<file path="src/rtl/cldp_pkg.sv">
// cldp_pkg: shared types and constants of the command line decimal parser
// token format between front and back, result format, command codes
// no dependencies
package cldp_pkg;

  localparam int CHAR_W       = 8;
  localparam int CMD_W        = 3;
  localparam int CNT_W        = 3;
  localparam int ARG_W        = 32;
  localparam int NUM_OUT_ARGS = 4;
  localparam int NEED_W       = 4;
  localparam int TERM_W       = 16;
  localparam int CFG_IDX_W    = 1;
  localparam int DIGIT_W      = 4;

  localparam logic [CFG_IDX_W-1:0] REG_TERM_COLS = 1'd0;
  localparam logic [CFG_IDX_W-1:0] REG_TERM_ROWS = 1'd1;

  localparam logic [TERM_W-1:0] TERM_COLS_RST = 16'd80;
  localparam logic [TERM_W-1:0] TERM_ROWS_RST = 16'd24;
  localparam logic [TERM_W-1:0] MIN_BOARD_COLS = 16'd120;

  localparam logic [CHAR_W-1:0] CH_NEWLINE = 8'd10;
  localparam logic [CHAR_W-1:0] CH_TAB     = 8'd9;
  localparam logic [CHAR_W-1:0] CH_CR      = 8'd13;
  localparam logic [CHAR_W-1:0] CH_SPACE   = 8'd32;
  localparam logic [CHAR_W-1:0] CH_ZERO    = 8'd48;
  localparam logic [CHAR_W-1:0] CH_NINE    = 8'd57;

  localparam logic [CMD_W-1:0] CMD_P = 3'd0;
  localparam logic [CMD_W-1:0] CMD_BB = 3'd1;
  localparam logic [CMD_W-1:0] CMD_I = 3'd2;
  localparam logic [CMD_W-1:0] CMD_F = 3'd3;
  localparam logic [CMD_W-1:0] CMD_G = 3'd4;
  localparam logic [CMD_W-1:0] CMD_Q = 3'd5;
  localparam logic [CMD_W-1:0] CMD_M = 3'd6;
  localparam logic [CMD_W-1:0] CMD_B = 3'd7;

  typedef enum logic [2:0] {
    TK_LETTER,
    TK_SPACE,
    TK_DIGIT,
    TK_NEWLINE,
    TK_OTHER
  } tok_cls_t;

  typedef struct packed {
    tok_cls_t             cls;
    logic [CMD_W-1:0]     code;
    logic [DIGIT_W-1:0]   digit;
  } token_t;

  typedef struct packed {
    logic                                line_valid;
    logic [CMD_W-1:0]                    command_code;
    logic [CNT_W-1:0]                    arg_count;
    logic [NUM_OUT_ARGS-1:0][ARG_W-1:0]  args;
  } result_t;

  typedef struct packed {
    logic [TERM_W-1:0] cols;
    logic [TERM_W-1:0] rows;
  } term_cfg_t;

  function automatic logic [NEED_W-1:0] need_count(input logic [CMD_W-1:0] code);
    logic [NEED_W-1:0] n;
    case (code)
      CMD_P:  n = 4'd0;
      CMD_BB: n = 4'd4;
      CMD_I:  n = 4'd4;
      CMD_F:  n = 4'd1;
      CMD_G:  n = 4'd3;
      CMD_Q:  n = 4'd1;
      CMD_M:  n = 4'd3;
      CMD_B:  n = 4'd1;
      default: n = 4'd0;
    endcase
    return n;
  endfunction

endpackage

</file>
<file path="src/rtl/cldp_fifo.sv">
// cldp_fifo: two-entry queue with push/full and pop/empty sides
// generic payload width; no dependencies
module cldp_fifo #(
  parameter int WIDTH = 8
) (
  input  logic             clk,
  input  logic             rst_n,
  input  logic             push,
  input  logic [WIDTH-1:0] wdata,
  output logic             full,
  input  logic             pop,
  output logic [WIDTH-1:0] rdata,
  output logic             empty
);

  logic [WIDTH-1:0] mem_r [2];
  logic             wr_ptr_r;
  logic             rd_ptr_r;
  logic [1:0]       cnt_r;
  logic             do_push;
  logic             do_pop;

  assign full    = (cnt_r == 2'd2);
  assign empty   = (cnt_r == 2'd0);
  assign do_push = push && !full;
  assign do_pop  = pop && !empty;
  assign rdata   = mem_r[rd_ptr_r];

  always_ff @(posedge clk) begin
    if (!rst_n) begin
      wr_ptr_r <= 1'b0;
      rd_ptr_r <= 1'b0;
      cnt_r    <= 2'd0;
    end else begin
      if (do_push) wr_ptr_r <= !wr_ptr_r;
      if (do_pop) rd_ptr_r <= !rd_ptr_r;
      if (do_push && !do_pop) cnt_r <= cnt_r + 2'd1;
      else if (do_pop && !do_push) cnt_r <= cnt_r - 2'd1;
    end
  end

  always_ff @(posedge clk) begin
    if (do_push) mem_r[wr_ptr_r] <= wdata;
  end

endmodule

</file>
<file path="src/rtl/cldp_front.sv">
// cldp_front: accepts characters, classifies them into tokens and queues them
// depends on cldp_pkg and cldp_fifo
module cldp_front (
  input  logic                         clk,
  input  logic                         rst_n,
  input  logic                         in_push,
  input  logic [cldp_pkg::CHAR_W-1:0]  in_char_in,
  output logic                         in_full,
  output cldp_pkg::token_t             tok,
  output logic                         tok_empty,
  input  logic                         tok_pop
);

  cldp_pkg::token_t              tok_in;
  logic [$bits(cldp_pkg::token_t)-1:0] tok_raw;
  logic [cldp_pkg::CHAR_W-1:0]   dig_off;

  assign dig_off = in_char_in - cldp_pkg::CH_ZERO;

  always_comb begin
    tok_in.code  = cldp_pkg::CMD_P;
    tok_in.digit = dig_off[cldp_pkg::DIGIT_W-1:0];
    tok_in.cls   = cldp_pkg::TK_OTHER;
    case (in_char_in)
      8'h70: begin tok_in.cls = cldp_pkg::TK_LETTER; tok_in.code = cldp_pkg::CMD_P; end
      8'h42: begin tok_in.cls = cldp_pkg::TK_LETTER; tok_in.code = cldp_pkg::CMD_BB; end
      8'h49: begin tok_in.cls = cldp_pkg::TK_LETTER; tok_in.code = cldp_pkg::CMD_I; end
      8'h66: begin tok_in.cls = cldp_pkg::TK_LETTER; tok_in.code = cldp_pkg::CMD_F; end
      8'h67: begin tok_in.cls = cldp_pkg::TK_LETTER; tok_in.code = cldp_pkg::CMD_G; end
      8'h71: begin tok_in.cls = cldp_pkg::TK_LETTER; tok_in.code = cldp_pkg::CMD_Q; end
      8'h6d: begin tok_in.cls = cldp_pkg::TK_LETTER; tok_in.code = cldp_pkg::CMD_M; end
      8'h62: begin tok_in.cls = cldp_pkg::TK_LETTER; tok_in.code = cldp_pkg::CMD_B; end
      default: begin
        if (in_char_in == cldp_pkg::CH_NEWLINE) begin
          tok_in.cls = cldp_pkg::TK_NEWLINE;
        end else if (in_char_in == cldp_pkg::CH_SPACE ||
                     (in_char_in >= cldp_pkg::CH_TAB && in_char_in <= cldp_pkg::CH_CR)) begin
          tok_in.cls = cldp_pkg::TK_SPACE;
        end else if (in_char_in >= cldp_pkg::CH_ZERO && in_char_in <= cldp_pkg::CH_NINE) begin
          tok_in.cls = cldp_pkg::TK_DIGIT;
        end
      end
    endcase
  end

  cldp_fifo #(
    .WIDTH($bits(cldp_pkg::token_t))
  ) u_tok_q (
    .clk   (clk),
    .rst_n (rst_n),
    .push  (in_push),
    .wdata (tok_in),
    .full  (in_full),
    .pop   (tok_pop),
    .rdata (tok_raw),
    .empty (tok_empty)
  );

  assign tok = cldp_pkg::token_t'(tok_raw);

endmodule

</file>
<file path="src/rtl/cldp_back.sv">
// cldp_back: runs the line parser on queued tokens and builds one result per line
// depends on cldp_pkg
module cldp_back #(
  parameter int MAX_ARGS = 4
) (
  input  logic                  clk,
  input  logic                  rst_n,
  input  cldp_pkg::token_t      tok,
  input  logic                  tok_empty,
  output logic                  tok_pop,
  input  logic                  res_full,
  output logic                  res_push,
  output cldp_pkg::result_t     res,
  input  cldp_pkg::term_cfg_t   term
);

  localparam int CW = $clog2(MAX_ARGS + 1);
  localparam int AW = (MAX_ARGS > 1) ? $clog2(MAX_ARGS) : 1;
  localparam int AV = cldp_pkg::ARG_W;

  typedef enum logic [2:0] {
    PH_LETTER,
    PH_SEP,
    PH_GAP,
    PH_NUM,
    PH_ZERO
  } phase_t;

  phase_t                       phase_r, phase_nxt;
  logic                         err_r, err_nxt;
  logic [cldp_pkg::CMD_W-1:0]   cmd_r, cmd_nxt;
  logic [CW-1:0]                args_r, args_nxt;
  logic [AV-1:0]                acc_r, acc_nxt;
  logic [AV-1:0]                store_r [MAX_ARGS];
  logic [AV-1:0]                store_nxt [MAX_ARGS];
  logic [AV-1:0]                tap [cldp_pkg::NUM_OUT_ARGS];
  logic [AV-1:0]                fin_arg [cldp_pkg::NUM_OUT_ARGS];
  logic [cldp_pkg::NEED_W-1:0]  fin_cnt;
  logic                         closing;
  logic                         ok;
  logic [AV+3:0]                prod;

  for (genvar k = 0; k < cldp_pkg::NUM_OUT_ARGS; k++) begin : g_tap
    if (k < MAX_ARGS) begin : g_on
      assign tap[k] = store_r[k];
    end else begin : g_off
      assign tap[k] = '0;
    end
  end

  assign closing = (phase_r == PH_NUM) || (phase_r == PH_ZERO);
  assign prod    = {1'b0, acc_r, 3'b000} + {3'b000, acc_r, 1'b0}
                 + (AV+4)'(tok.digit);

  always_comb begin
    for (int k = 0; k < cldp_pkg::NUM_OUT_ARGS; k++) begin
      fin_arg[k] = tap[k];
      if (closing && k < MAX_ARGS &&
          cldp_pkg::NEED_W'(args_r) == cldp_pkg::NEED_W'(k)) begin
        fin_arg[k] = acc_r;
      end
    end
    fin_cnt = cldp_pkg::NEED_W'(args_r) + (closing ? 4'd1 : 4'd0);
    ok = !err_r && (phase_r != PH_LETTER) && (fin_cnt == cldp_pkg::need_count(cmd_r));
    if (cmd_r == cldp_pkg::CMD_I) begin
      if (fin_arg[0] > AV'(term.cols) || term.cols < cldp_pkg::MIN_BOARD_COLS ||
          fin_arg[1] > AV'(term.rows)) begin
        ok = 1'b0;
      end
    end
  end

  always_comb begin
    phase_nxt = phase_r;
    err_nxt   = err_r;
    cmd_nxt   = cmd_r;
    args_nxt  = args_r;
    acc_nxt   = acc_r;
    store_nxt = store_r;
    res_push  = 1'b0;
    res       = '0;
    tok_pop   = !tok_empty && (tok.cls != cldp_pkg::TK_NEWLINE || !res_full);

    if (tok_pop) begin
      if (tok.cls == cldp_pkg::TK_NEWLINE) begin
        res_push = 1'b1;
        if (ok) begin
          res.line_valid   = 1'b1;
          res.command_code = cmd_r;
          res.arg_count    = fin_cnt[cldp_pkg::CNT_W-1:0];
          for (int k = 0; k < cldp_pkg::NUM_OUT_ARGS; k++) begin
            res.args[k] = fin_arg[k];
          end
        end
        phase_nxt = PH_LETTER;
        err_nxt   = 1'b0;
        cmd_nxt   = cldp_pkg::CMD_P;
        args_nxt  = '0;
        acc_nxt   = '0;
        for (int k = 0; k < MAX_ARGS; k++) begin
          store_nxt[k] = '0;
        end
      end else if (!err_r) begin
        case (phase_r)
          PH_LETTER: begin
            if (tok.cls == cldp_pkg::TK_LETTER) begin
              cmd_nxt   = tok.code;
              phase_nxt = PH_SEP;
            end else begin
              err_nxt = 1'b1;
            end
          end
          PH_SEP: begin
            if (tok.cls == cldp_pkg::TK_SPACE) phase_nxt = PH_GAP;
            else err_nxt = 1'b1;
          end
          PH_GAP: begin
            if (tok.cls == cldp_pkg::TK_SPACE) begin
              phase_nxt = PH_GAP;
            end else if (tok.cls != cldp_pkg::TK_DIGIT || args_r >= CW'(MAX_ARGS)) begin
              err_nxt = 1'b1;
            end else begin
              acc_nxt   = AV'(tok.digit);
              phase_nxt = (tok.digit == '0) ? PH_ZERO : PH_NUM;
            end
          end
          PH_ZERO, PH_NUM: begin
            if (tok.cls == cldp_pkg::TK_SPACE) begin
              store_nxt[args_r[AW-1:0]] = acc_r;
              args_nxt  = args_r + CW'(1);
              acc_nxt   = '0;
              phase_nxt = PH_GAP;
            end else if (tok.cls == cldp_pkg::TK_DIGIT && phase_r == PH_NUM) begin
              acc_nxt = prod[AV-1:0];
              if (prod[AV+3:AV] != '0) err_nxt = 1'b1;
            end else begin
              err_nxt = 1'b1;
            end
          end
          default: err_nxt = 1'b1;
        endcase
      end
    end
  end

  always_ff @(posedge clk) begin
    if (!rst_n) begin
      phase_r <= PH_LETTER;
      err_r   <= 1'b0;
      cmd_r   <= cldp_pkg::CMD_P;
      args_r  <= '0;
      acc_r   <= '0;
      for (int k = 0; k < MAX_ARGS; k++) begin
        store_r[k] <= '0;
      end
    end else begin
      phase_r <= phase_nxt;
      err_r   <= err_nxt;
      cmd_r   <= cmd_nxt;
      args_r  <= args_nxt;
      acc_r   <= acc_nxt;
      store_r <= store_nxt;
    end
  end

endmodule

</file>
<file path="src/rtl/command_line_decimal_parser_unit.sv">
// command_line_decimal_parser_unit: top level of the command line parser
// depends on cldp_pkg, cldp_front, cldp_back and cldp_fifo
//
// One character of a request line enters per transaction on the input queue
// side (in_push / in_full). A newline closes the line and yields one result
// on the output queue side (out_empty / out_pop): validity, command code,
// argument count and four 32-bit arguments, all zero when the line is bad.
// Other characters yield no result.
// A front stage classifies each character and puts a token into a two-entry
// queue; a back stage takes one token per cycle, but holds a newline while
// the result queue is full, updates the parser state (multiply-by-ten
// accumulate) and writes results into a two-entry queue. Throughput is one
// character per cycle while results are popped. A result is visible once
// its newline token has left the token queue and entered the result queue.
// When the receiver stops popping, the result queue fills, the back stage
// holds newline tokens, the token queue fills and in_full rises; no
// character or result is dropped. Synchronous active-low reset empties both
// queues, clears the parser to expect a command letter and loads terminal
// size 80 columns by 24 rows. The cfg port writes terminal columns (index 0)
// or rows (index 1); write it only while no line is in progress.
module command_line_decimal_parser_unit #(
  parameter int MAX_ARGS = 4
) (
  input  logic                             clk,
  input  logic                             rst_n,
  input  logic                             in_push,
  input  logic [cldp_pkg::CHAR_W-1:0]      in_char_in,
  output logic                             in_full,
  output logic                             out_empty,
  input  logic                             out_pop,
  output logic                             out_line_valid,
  output logic [cldp_pkg::CMD_W-1:0]       out_command_code,
  output logic [cldp_pkg::CNT_W-1:0]       out_arg_count,
  output logic [cldp_pkg::ARG_W-1:0]       out_arg_zero,
  output logic [cldp_pkg::ARG_W-1:0]       out_arg_one,
  output logic [cldp_pkg::ARG_W-1:0]       out_arg_two,
  output logic [cldp_pkg::ARG_W-1:0]       out_arg_three,
  input  logic                             cfg_wr_en,
  input  logic [cldp_pkg::CFG_IDX_W-1:0]   cfg_index,
  input  logic [cldp_pkg::TERM_W-1:0]      cfg_data
);

  cldp_pkg::term_cfg_t  term_r;
  cldp_pkg::token_t     tok;
  logic                 tok_empty;
  logic                 tok_pop;
  logic                 res_full;
  logic                 res_push;
  cldp_pkg::result_t    res;
  cldp_pkg::result_t    head;
  logic [$bits(cldp_pkg::result_t)-1:0] head_raw;

  always_ff @(posedge clk) begin
    if (!rst_n) begin
      term_r.cols <= cldp_pkg::TERM_COLS_RST;
      term_r.rows <= cldp_pkg::TERM_ROWS_RST;
    end else if (cfg_wr_en) begin
      case (cfg_index)
        cldp_pkg::REG_TERM_COLS: term_r.cols <= cfg_data;
        cldp_pkg::REG_TERM_ROWS: term_r.rows <= cfg_data;
        default: term_r <= term_r;
      endcase
    end
  end

  cldp_front u_front (
    .clk        (clk),
    .rst_n      (rst_n),
    .in_push    (in_push),
    .in_char_in (in_char_in),
    .in_full    (in_full),
    .tok        (tok),
    .tok_empty  (tok_empty),
    .tok_pop    (tok_pop)
  );

  cldp_back #(
    .MAX_ARGS(MAX_ARGS)
  ) u_back (
    .clk       (clk),
    .rst_n     (rst_n),
    .tok       (tok),
    .tok_empty (tok_empty),
    .tok_pop   (tok_pop),
    .res_full  (res_full),
    .res_push  (res_push),
    .res       (res),
    .term      (term_r)
  );

  cldp_fifo #(
    .WIDTH($bits(cldp_pkg::result_t))
  ) u_res_q (
    .clk   (clk),
    .rst_n (rst_n),
    .push  (res_push),
    .wdata (res),
    .full  (res_full),
    .pop   (out_pop),
    .rdata (head_raw),
    .empty (out_empty)
  );

  assign head             = cldp_pkg::result_t'(head_raw);
  assign out_line_valid   = head.line_valid;
  assign out_command_code = head.command_code;
  assign out_arg_count    = head.arg_count;
  assign out_arg_zero     = head.args[0];
  assign out_arg_one      = head.args[1];
  assign out_arg_two      = head.args[2];
  assign out_arg_three    = head.args[3];

`ifndef SYNTHESIS
  a_no_push_when_full: assert property (@(posedge clk) disable iff (!rst_n)
    res_push |-> !res_full)
    else $error("result pushed into a full queue");

  a_bad_line_zero: assert property (@(posedge clk) disable iff (!rst_n)
    (!out_empty && !out_line_valid) |->
      (out_command_code == cldp_pkg::CMD_P && out_arg_count == '0 &&
       out_arg_zero == '0 && out_arg_one == '0 &&
       out_arg_two == '0 && out_arg_three == '0))
    else $error("invalid line carries nonzero fields");

  a_board_width: assert property (@(posedge clk) disable iff (!rst_n)
    (!out_empty && out_line_valid && out_command_code == cldp_pkg::CMD_I) |->
      (term_r.cols >= cldp_pkg::MIN_BOARD_COLS &&
       out_arg_zero <= cldp_pkg::ARG_W'(term_r.cols) &&
       out_arg_one <= cldp_pkg::ARG_W'(term_r.rows)))
    else $error("board size outside terminal accepted");

  a_count_bound: assert property (@(posedge clk) disable iff (!rst_n)
    (!out_empty && out_line_valid) |->
      (32'(out_arg_count) <= 32'(MAX_ARGS)))
    else $error("argument count above limit");
`endif

endmodule
</file>
<file path="config.mk">
export PLATFORM = sky130hd
export DESIGN_NAME = command_line_decimal_parser_unit
export DESIGN_NICKNAME = d
export VERILOG_FILES = /design/src/rtl/cldp_pkg.sv /design/src/rtl/cldp_fifo.sv /design/src/rtl/cldp_front.sv /design/src/rtl/cldp_back.sv /design/src/rtl/command_line_decimal_parser_unit.sv
export SDC_FILE = /design/constraint.sdc
export NUM_CORES = 1
export LEC_CHECK = 0
export ABC_AREA = 1
export BUFFER_PORTS_ARGS = -buffer_cell sky130_fd_sc_hd__buf_4
export CAP_MARGIN = 20
export CORE_ASPECT_RATIO = 0.7
export CORE_MARGIN = 4
export CORE_UTILIZATION = 30
export CTS_CLUSTER_SIZE = 8
export DETAILED_ROUTE_END_ITERATION = 10
export PLACE_DENSITY = 0.52
export REMOVE_ABC_BUFFERS = 1
export SLEW_MARGIN = 20
export SYNTH_ARGS = -nofsm -noshare
export SYNTH_HDL_FRONTEND = slang
export SYNTH_SLANG_ARGS = --single-unit
</file>
<file path="constraint.sdc">
create_clock -name clk -period 10.2 [get_ports clk]
set_clock_uncertainty 0.15 [all_clocks]
set_input_delay 1.02 -clock clk [delete_from_list [all_inputs] [get_ports clk]]
set_output_delay 1.02 -clock clk [all_outputs]
set_load 0.005 [all_outputs]
</file>
## Word-level counts from Yosys, hierarchy flattened

Memory sizes are Yosys's and may differ from the RTL's. A register that Yosys moved wholly into a read port is not among the register bits.
Index checks and enable logic that the tools add are counted.

- Flip-flop bits (word level): 210
- RAM bits: 290
- ROM bits: 24
- Input bits: 30
- Output and inout port bits: 137
- Word-level logic and storage cells: 208
- Memories kept: 3

- Add/subtract/negate cells: 9
- Magnitude comparators: 10
- Equality and inequality tests: 33
- Mux-type cells: 71
- Bitwise operators: 2
- Reduce and logical (&&, ||, !) cells: 63

Memories:

| memory | words | width | rd ports | clocked after memory_dff | wr ports | RTL line | RTL |
|---|---|---|---|---|---|---|---|
| u_res_q.mem_r | 2 | 135 | 1 | 1 | 1 | cldp_fifo.sv:16 | `logic [WIDTH-1:0] mem_r [2];` |
| (no name shown) | 8 | 3 | 1 | 1 | 0 | cldp_pkg.sv:67 | `case (code)` |
| u_front.u_tok_q.mem_r | 2 | 10 | 1 | 1 | 1 | cldp_fifo.sv:16 |  |

Operators with widths:

| kind | count |
|---|---|
| $mux W128 | 4 |
| $mux W135 | 3 |
| $mux W32 | 11 |
| $bwmux W128 | 1 |
| $demux W32 S2 | 1 |
| $eq A8 B7 Y1 const B | 8 |
| $gt A32 B16 Y1 | 2 |
| $pmux W32 S2 | 1 |
| $mux W3 | 21 |
| $add A35 B33 Y36 | 1 |
| $add A36 B4 Y36 | 1 |
| $mux W1 | 22 |
| $eq A3 B2 Y1 const B | 7 |
| $pmux W3 S7 | 1 |
| $logic_and A1 B1 Y1 | 19 |
| $lt A16 B7 Y1 const B | 1 |
| $logic_not A1 Y1 | 13 |
| $ne A3 B2 Y1 const B | 4 |
| $reduce_and A6 Y1 | 2 |
| $reduce_bool A2 Y1 | 6 |
| $eq A3 B1 Y1 const B | 3 |
| $logic_not A3 Y1 | 3 |
| $pmux W3 S3 | 1 |
| $eq A8 B4 Y1 const B | 1 |
| other kinds (33) | 51 |

## Logic depth before layout (Yosys ltp)

Gate-level depths: netlist of run 1.

- Depth in word-level cells: 12
- Mapped depth: 25
- Depth with buffers taken out: 25

## Cells and area by module

Synthesis of run 1 repeated with hierarchy kept, for this count alone.

- Cell total of the unflattened synthesis: 2761
- Area total of the unflattened synthesis: 25055.3 µm²

Modules (own cells, without submodules):

| module | instances | cells each | area an instance (µm²) | sequential area each (µm²) |
|---|---|---|---|---|
| cldp_back | 1 | 2002 | 12356.9 | 3463.3 |
| cldp_fifo (u_res_q) | 1 | 458 | 10176.0 | 8207.9 |
| command_line_decimal_parser_unit | 1 | 171 | 1273.7 | 640.6 |
| cldp_fifo (u_front.u_tok_q) | 1 | 69 | 973.4 | 700.7 |
| cldp_front | 1 | 61 | 275.3 | 0.0 |

## Least setup slack after synthesis of run 1

No wires, ideal clock.

- Kind: reg2reg
- Start: reg with a tool-made name
- End: mem u_res_q.mem_r[1][0] (netlist name), enable pin
- Setup time: 0.633 ns
- Arrival time: 6.805 ns
- Required time: 9.417 ns
- Slack: 2.612 ns
- Stages on the path, launching flop included: 11
- Buffers on the path: 1
- Clock period less this slack: 7.588 ns
- Cells stage by stage: dfxtp_1 -> buf_4 -> nand2_1 -> nand2_1 -> nand2_1 -> nor2_4 -> nand3_1 -> o21ai_2 -> inv_2 -> nand2_1 -> nor2_1

RTL lines:

| element | RTL line |
|---|---|
| end: declaration | cldp_fifo.sv:16 |

==> results of run 1 <==
## synthesized netlist by cell type, types with 2 or more instances
cell type,number
a21oi_1,303
nor2_1,229
nand2_2,2
nand3_4,2
mux2i_1,22
o21ai_1,17
and2_1,2
ha_1,105
mux2_2,135
o21a_1,2
and3_1,3
clkbuf_1,60
buf_2,31
nor3_1,13
edfxtp_1,290
nor2_2,50
a211oi_1,5
buf_1,12
nor2_4,10
buf_4,2
inv_1,276
nand3_1,51
o21bai_1,5
a31oi_1,3
or2_2,15
xnor2_1,8
o21ai_0,105
dfxtp_1,215
o211ai_1,6
nand4_1,19
inv_2,4
xor2_1,10
nand3b_1,2
nand2_1,624
o21ai_2,2
fa_1,2
buf_6,9
## registers in the layout, indices dropped and copies added (netlist names), 2 cells and up, named ones only
register,cells
term_r,32
u_res_q.cnt_r,2
u_back.acc_r,32
u_back.args_r,3
u_back.cmd_r,3
u_back.store_r,128
u_back.phase_r,3
u_res_q.mem_r,270
u_front.u_tok_q.cnt_r,2
u_front.u_tok_q.mem_r,20
## metrics by stage
stage / hold slack, ps / utilization
after global placement: 286 / 0.332
after floorplan: 275 / -
after global routing: 322 / 0.358
final: 311 / 0.358
after CTS: 311 / 0.358
after detailed placement: 303 / 0.332
## per-layer routing
layer  up-vias  GRT usage  wire length [um]
met4         0     0.0342              1050
met5         -          0                 0
li1       9192          -                 -
met1      8527      0.240             35900
met2       394      0.225             27600
met3        81     0.0281              3520
## area by class of cell
type	count	area (um^2)
Clock buffer	124	2070
Sequential cell	505	13000
Inverter	281	1060
Multi-Input combinational cell	1770	10000
Fill cell	8264	51900
Clock inverter	3	26.3
Tap cell	1068	1340
Timing Repair Buffer	184	1380
## power by group through the flow
stage          Combinational, mW  Clock [mW]  Sequential [mW]
2_1_floorplan              0.656           0             2.36
3_3_place_gp                1.18           0             2.34
3_5_place_dp                1.17           0             2.34
4_1_cts                     1.18        2.29             2.30
5_1_grt                     1.28        2.38             2.30
6_report                    1.15        2.22             2.30
## cells by family after synthesis
group	Yosys count	share of synthesized area
AO/OA/AOI/OAI	462	0.0985
adder cells (fa/ha/maj)	107	0.0551
flip-flops	505	0.529
XOR/XNOR	18	0.00641
multiplexers	157	0.0708
AND/OR/NAND/NOR	1026	0.174
buffers and inverters	396	0.0655
## worst max-delay path, delay by kind of cell (launching register included)
kind            cells  cell delay (ps)
fa+ha+maj           1              200
compound gates      4             1030
buf+inv             2              890
flops               1              330
simple gates       11             2090
## worst max path at each step
stage | endpoint | slack (ps) | depth (start not counted)
after global placement | u_res_q.mem_r[0][63]$_DFFE_PP_ | 5130 | 17
after global routing | u_res_q.mem_r[0][63]$_DFFE_PP_ | 4570 | 19
after floorplan | u_res_q.mem_r[1][0]$_DFFE_PP_ | 2410 | 10
after detailed placement | u_res_q.mem_r[1][63]$_DFFE_PP_ | 5010 | 17
after CTS | u_res_q.mem_r[1][63]$_DFFE_PP_ | 4990 | 19
final | u_res_q.mem_r[0][63]$_DFFE_PP_ | 5060 | 18
==> flow_metrics.tcl, run 1 <==
set metrics [dict create \
    grt_pass1_vias 17800 \
    yosysTopAreaCell "edfxtp_1" \
    design_area_mm2 0.0289 \
    hold_path_class "reg -> reg" \
    slew_viol_final 0 \
    firstDrtPassIters 5 \
    cp_common_cell "nand2_1" \
    grt-ovfl-total 0 \
    cts_made_buffers 73 \
    cts_resized 0 \
    reg2reg_from "u_back.phase_r[2]$_SDFFE_PN0P_" \
    grt_first_pass_wirelength_um 106000 \
    synth.cell_area_mm2 0.0246 \
    p_sw_frac 0.283 \
    min_period_over_period 0.504 \
    hold_violations 0 \
    max_slew.worst_pin.slew_ps 1130 \
    clkTransAtPathRegs_ps 50 \
    die_w_um 350 \
    power_frac_seq 0.405 \
    antenna_found_initial 0 \
    wirelength_um 68100 \
    final_nets 2952 \
    reg2reg_to "u_res_q.mem_r[0][63]$_DFFE_PP_" \
    clkSinkCount 505 \
    die_y_um 248 \
    syn_avg_cell_area_um2 9.20 \
    setup_viol 0 \
    internal_power_mw 4.06 \
    cpPeakStageDelay_ps 740 \
    cts_max_level 3 \
    synth_area_leaders "edfxtp_1 (35%), dfxtp_1 (18%), nand2_1 (9.5%), mux2_2 (6.2%), a21oi_1 (6.2%)" \
    p_switching_mw 1.61 \
    p_total_mw 5.67 \
    relSlewSlack 0.246 \
    path_cells "inv_1 > nand3_2 > nand2_4 > nand3_4 > o21ai_0 > ha_1 > a21oi_1 > o21ai_0 > nand2_1 > nand3_1 > nand2_1 > nand4_1 > a21oi_1 > nand3_1 > nand2_1 > nand2_8 > buf_4 > nor2_1" \
    hold_buffers 0 \
    syn-instance-count 2671 \
    ys_ff_latch 505 \
    initial_utilization 0.304 \
    worstHoldPathCells 2 \
    synth-edff-count 290 \
    path_max_fanout 88 \
    pre_cts_ws_ps 5010 \
    combPwrFrac 0.203 \
    crit_type "reg -> reg" \
    diodes 0 \
    antenna_left 0 \
    drive_gt1_frac 0.173 \
    track_usage 0.156 \
    fmax_mhz 195 \
    post-cts-setup-buffers 0 \
    grt_max_degree 89 \
    ys_warn_count 0 \
    num_rows 87 \
    fin_cells 3935 \
    cellPowerDensity_mw_per_mm2 196 \
    min_to "u_back.store_r[30]$_SDFFE_PN0P_" \
    viasPerCell 4.62 \
    layout_commonest_cell "nand2_1" \
    reg2regPathDepth 18 \
    wire_per_inst_um 17.3 \
    rrSetupSlack_ps 5060 \
    worstSetupEndpointType "register" \
    rsz0062_at_grt "no" \
    fin_ws_ps 5060 \
    portBuffers 166 \
    synth_flop_cell "edfxtp_1" \
    most-common-layout-cells "nand2_1 (623), a21oi_1 (303), edfxtp_1 (290)" \
    core_area_mm2 0.0809 \
    dp_hpwl_um 46000 \
    synth_cell_types 57 \
    status "completed" \
    required_ps 10340 \
    dpl_cell_area_mm2 0.0268 \
    drv_cap 0 \
    start_kind "register" \
    period_minus_slack_ps 5140 \
    cp-startpoint "u_back.phase_r[2]$_SDFFE_PN0P_" \
    first_iter_violations 1156 \
    root_buffer "clkbuf_16" \
    area_growth_syn_to_layout_pct 17.7 \
    drc_errors 0 \
    worstHoldStart "u_back.store_r[30]$_SDFFE_PN0P_" \
    synthArstFlopShare 0 \
    vias 18200 \
    setup_tns_ps 0 \
    io_pins 167 \
    cts_tree "built" \
    clkPwrFrac 0.392 \
    arrival_ps 5280 \
    clock_path_buffers 3 \
    clock_latency_ps 600 \
    die_area_mm2 0.0867 \
    placed_cells 3808 \
    place_congestion 0.860 \
    cpMaxStageDelayCell "buf_4" \
    synth_top_area_share 0.354 \
    ir_worst_vdd_mv 0.0938 \
    leakage_nw 10.9 \
    ys_seq_area_frac 0.529 \
]
Power figures use the tool's default switching activity.
==> run 2: changes to the inputs <==
==> constraint.sdc (replaced) <==
create_clock -name clk -period 4.82 [get_ports clk]
set_clock_uncertainty 0.15 [all_clocks]
set_input_delay 0.482 -clock clk [delete_from_list [all_inputs] [get_ports clk]]
set_output_delay 0.482 -clock clk [all_outputs]
set_load 0.005 [all_outputs]
==> run 2 against run 1 <==
Final cell count up 0.56%. Count of clock-buffer cells in the layout down 3. Routed wire length up 0.81%. Power up 110%. Worst hold slack worse by 270 ps. First-iteration DRC count up 20%. Combinational power up 120%. Largest power group unchanged. Utilization up 0.40 points.
==> flow_metrics.tcl, run 2 (synthesis results as in run 1) <==
set metrics [dict create \
    status "completed" \
    worstSetupEndpointType "register" \
    relSlewSlack 0.375 \
    wire_per_inst_um 17.3 \
    drc_errors 0 \
    period_minus_slack_ps 4350 \
    area_growth_syn_to_layout_pct 19.0 \
    die_y_um 248 \
    min_period_over_period 0.902 \
    cellPowerDensity_mw_per_mm2 415 \
    max_slew.worst_pin.slew_ps 934 \
    whs_ps 43.0 \
    required_ps 4990 \
    layout_commonest_cell "nand2_1" \
    final_nets 2974 \
    largest_reg_flops 270 \
    use_met3 0.0306 \
    track_usage 0.157 \
    grt_busiest_layer "met1" \
    initial_utilization 0.304 \
    leakage_nw 11.1 \
    p_total_mw 12.1 \
    antenna_left 0 \
    die_area_mm2 0.0867 \
    cts_made_buffers 73 \
    firstDrtPassIters 7 \
    use_met2 0.226 \
    clkTransAtPathRegs_ps 50 \
    clock_path_buffers 3 \
    grt-ovfl-total 0 \
    cts_max_level 3 \
    grt_pass1_vias 17800 \
    post-route-util 0.362 \
    place_congestion 0.870 \
    largestRegisters "u_res_q.mem_r: 270 flops, u_back.store_r: 128 flops" \
    core_area_mm2 0.0809 \
    drv_cap 0 \
    cts_tree "built" \
    arrival_ps 4510 \
    grt_max_degree 136 \
    die_w_um 350 \
    clkSinkCount 505 \
    cts_resized 0 \
    ir_worst_vdd_mv 0.230 \
    crit_type "reg -> reg" \
    dp_hpwl_um 46200 \
    fmax_mhz 230 \
    clock_latency_ps 620 \
    setup_viol 0 \
    vias 18300 \
    fillers 8227 \
    hold_violations 0 \
    slew_viol_final 0 \
    wirelength_um 68600 \
    io_pins 167 \
    viasPerCell 4.63 \
    num_rows 87 \
    start_kind "register" \
    max_flop_register "u_res_q.mem_r" \
    first_iter_violations 1389 \
    root_buffer "clkbuf_16" \
    most-common-layout-cells "nand2_1 (623), a21oi_1 (303), edfxtp_1 (290)" \
    hold_path_class "in -> reg" \
    met1_usage 0.241 \
    path_max_fanout 39 \
    rsz0062_at_grt "no" \
    grt_first_pass_wirelength_um 106000 \
    portBuffers 166 \
    diodes 0 \
    drive_gt1_frac 0.176 \
    antenna_found_initial 0 \
]
-- run 2: cell type report --
class	instances	area (um^2)	area share
flip-flops and latches	505	13000	0.445
multi-input cells	1770	10000	0.343
clock buffers	121	2040	0.0696
repair buffers	206	1710	0.0585
well taps	1068	1340	0.0457
inverters	281	1060	0.0361
clock inverters	6	78.8	0.00269
-- run 2: what timing repair did --
| item | 4_1_cts | 5_1_grt |
|---|---|---|
| setup endpoints to repair | 0 | 0 |
| setup buffers | 0 | 0 |
| hold buffers | 11 | 0 |
| endpoints found under the hold margin | 18 | 0 |
-- run 2: path summary, 6_finish.rpt --
kind	startpoint	to	slack, ps	depth (start not counted)
setup / recovery	u_back.phase_r[2]$_SDFFE_PN0P_	u_res_q.mem_r[1][51]$_DFFE_PP_	470	19
hold / removal	cfg_data[14]	term_r[30]$_SDFFE_PN0P_	40	3
setup reg to reg	u_back.phase_r[2]$_SDFFE_PN0P_	u_res_q.mem_r[1][51]$_DFFE_PP_	470	19
hold reg to reg	u_front.u_tok_q.rd_ptr_r$_SDFFE_PN0P_	register	300	1
-- run 2: metrics by stage --
step | worst slack (ps) | setup TNS [ps] | cell area (um^2) | cells
2_1_floorplan | -2970 | -800700 | 24000 | 2556
3_3_place_gp | 639 | 0 | 27000 | 3819
3_5_place_dp | 489 | 0 | 27000 | 3819
4_1_cts | 459 | 0 | 29300 | 3957
5_1_grt | 86.8 | 0 | 29300 | 3957
6_report | 473 | 0 | 29300 | 3957
-- run 2: critical path, stage by stage (launching register included) --
cell	delay [ps]
dfxtp_1	330
inv_1	150
nand3_2	130
nand2_4	220
nand3_4	350
nand2_1	150
o21ai_0	140
ha_1	330
nand2_1	50
inv_1	70
nand3_1	70
nor3_1	400
nand2_1	140
nand4_1	100
a21oi_1	70
nand3_1	70
nand2_1	120
nand2_8	370
buf_4	480
nor2_1	130
-- run 2: per-layer routing --
layer,vias up,share of wire,wire (um)
li1,9250,-,-
met4,0,0.016,1070
met3,80,0.059,4050
met5,-,0,0
met2,454,0.41,27900
met1,8542,0.52,35600
-- run 2: power by group --
| part | total, mW | switching, mW | internal, mW |
|---|---|---|---|
| clock | 4.76 | 1.89 | 2.87 |
| combinational | 2.57 | 1.52 | 1.05 |
| sequential | 4.81 | 0.0843 | 4.73 |
==> run 3: changes to the inputs <==
--- a/config.mk
+++ b/config.mk
@@ -6,14 +6,14 @@
 export NUM_CORES = 1
 export LEC_CHECK = 0
 export ABC_AREA = 1
-export BUFFER_PORTS_ARGS = -buffer_cell sky130_fd_sc_hd__buf_4
 export CAP_MARGIN = 20
 export CORE_ASPECT_RATIO = 0.7
 export CORE_MARGIN = 4
 export CORE_UTILIZATION = 30
 export CTS_CLUSTER_SIZE = 8
 export DETAILED_ROUTE_END_ITERATION = 10
-export PLACE_DENSITY = 0.52
+export DONT_BUFFER_PORTS = 1
+export PLACE_DENSITY = 0.51
 export REMOVE_ABC_BUFFERS = 1
 export SLEW_MARGIN = 20
 export SYNTH_ARGS = -nofsm -noshare
==> run 3 against run 2 <==
Global-route usage hardly changed. Final cell count shrank 3.7%. Final area fell by 3.4%. Critical path depth up 1. First-iteration DRC count grew 4.5%. Largest cell class unchanged. Highest routed layer is now met5.
==> flow_metrics.tcl, run 3 (synthesis results as in run 1) <==
set metrics [dict create \
    viasPerCell 4.70 \
    layout_commonest_cell "nand2_1" \
    fmax_mhz 229 \
    post-cts-setup-buffers 0 \
    crit_type "reg -> reg" \
    cpMaxStageDelayCell "nor3_1" \
    clock_latency_ps 620 \
    area_growth_syn_to_layout_pct 14.9 \
    max_slew.worst_pin.slew_ps 990 \
    hold_path_class "in -> reg" \
    wirelength_um 68700 \
    initial_utilization 0.304 \
    min_period_over_period 0.907 \
    hold_buffers 26 \
    critPathBufInv 3 \
    portBuffers 0 \
    die_y_um 248 \
    root_buffer "clkbuf_16" \
    cpPeakStageDelay_ps 420 \
    final_nets 2828 \
    path_max_fanout 33 \
    place_congestion 0.855 \
    rsz0062_at_grt "no" \
    fin_ws_ps 446 \
    core_area_mm2 0.0809 \
    io_pins 167 \
    grt_max_degree 136 \
    required_ps 5010 \
    wire_per_inst_um 18.0 \
    largest_reg_flops 270 \
    setup_viol 0 \
    clock_path_buffers 3 \
    design_area_mm2 0.0283 \
    hold_violations 0 \
    pre_cts_ws_ps 512 \
    path_cells "nor2_2 > nand2_1 > nand2_4 > nand3_4 > nand2_1 > o21ai_0 > ha_1 > nand2_1 > inv_1 > nand3_1 > nor3_1 > nand2_1 > nand4_1 > a21oi_1 > nand3_1 > nand2_1 > nand2_8 > buf_12 > buf_4 > nor2_1" \
    use_met3 0.0345 \
    most-common-layout-cells "nand2_1 (623), a21oi_1 (303), edfxtp_1 (290)" \
    clkSinkCount 505 \
    grt_busiest_layer "met1" \
    ir_worst_vdd_mv 0.211 \
    start_kind "register" \
    cts_resized 0 \
    worstSetupEndpointType "register" \
    grt-ovfl-total 0 \
    leakage_nw 10.4 \
    grt_first_pass_wirelength_um 105000 \
    cts_tree "built" \
    track_usage 0.157 \
    fin_cells 3812 \
    critPathTopFamily "simple AND/OR/NAND/NOR gates" \
    status "completed" \
    use_met2 0.226 \
    cts_max_level 3 \
    cts_made_buffers 73 \
    dpl_cell_area_mm2 0.0258 \
    max_flop_register "u_res_q.mem_r" \
    largestRegisters "u_res_q.mem_r: 270 flops, u_back.store_r: 128 flops" \
    relSlewSlack 0.339 \
    grt_pass1_vias 17200 \
    antenna_left 0 \
    arrival_ps 4570 \
    die_w_um 350 \
    p_total_mw 11.8 \
    period_minus_slack_ps 4370 \
    cp_common_cell "nand2_1" \
    slew_viol_final 0 \
    placed_cells 3658 \
    num_rows 87 \
    clkTransAtPathRegs_ps 50 \
    vias 17900 \
    drv_cap 0 \
    first_iter_violations 1451 \
    dp_hpwl_um 46300 \
    firstDrtPassIters 5 \
    drc_errors 0 \
    met1_usage 0.236 \
    die_area_mm2 0.0867 \
    antenna_found_initial 2 \
    drive_gt1_frac 0.127 \
    cellPowerDensity_mw_per_mm2 419 \
]
[run 3: where the power goes]
part           internal, mW  leakage, nW  switching [mW]  total [mW]
registers              4.73         4.15           0.102        4.83
logic                 0.757         5.21            1.45        2.20
clock network          2.90         1.03            1.92        4.82
[run 3: path summary, 6_finish.rpt]
path / to / slack (ps) / start / depth (start not counted)
worst max-delay path: u_res_q.mem_r[1][78]$_DFFE_PP_ / 450 / u_back.phase_r[1]$_SDFFE_PN0P_ / 20
worst min-delay path: u_front.u_tok_q.mem_r[1][7]$_DFFE_PP_ / 40 / in_char_in[5] / 2
worst min register to register: u_front.u_tok_q.rd_ptr_r$_SDFFE_PN0P_ / 300 / u_front.u_tok_q.rd_ptr_r$_SDFFE_PN0P_ / 1
worst max register to register: u_res_q.mem_r[1][78]$_DFFE_PP_ / 450 / u_back.phase_r[1]$_SDFFE_PN0P_ / 20
[run 3: layout make-up]
| class | instances | area [um^2] |
|---|---|---|
| Clock inverter | 6 | 133 |
| Antenna cell | 1 | 2.50 |
| Fill cell | 8194 | 52600 |
| Timing Repair Buffer | 60 | 651 |
| Sequential cell | 505 | 13000 |
| Tap cell | 1068 | 1340 |
| Clock buffer | 121 | 2040 |
| Multi-Input combinational cell | 1770 | 10000 |
| Inverter | 281 | 1060 |
[run 3: worst reg2reg max path: cells and delay by family, from the launching register on]
family / cells / cell delay (ps)
adder cells (fa/ha/maj): 1 / 330
AND/OR/NAND/NOR: 14 / 2360
flip-flops: 1 / 360
AO/OA/AOI/OAI: 2 / 210
buffers and inverters: 3 / 690
[run 3: through the flow]
stage                     hold slack [ps]  setup TNS [ps]   util
after floorplan                       275         -800700      -
after global placement                295               0  0.319
after detailed placement              288               0  0.319
after CTS                            1.05               0  0.349
after global routing                 42.4               0  0.349
final                                36.3               0  0.349
[run 3: routing by layer]
| layer | part of all wire | routed length, um |
|---|---|---|
| met5 | 0.00019 | 13 |
| met4 | 0.021 | 1480 |
| met3 | 0.064 | 4400 |
| met2 | 0.41 | 28100 |
| met1 | 0.51 | 34800 |
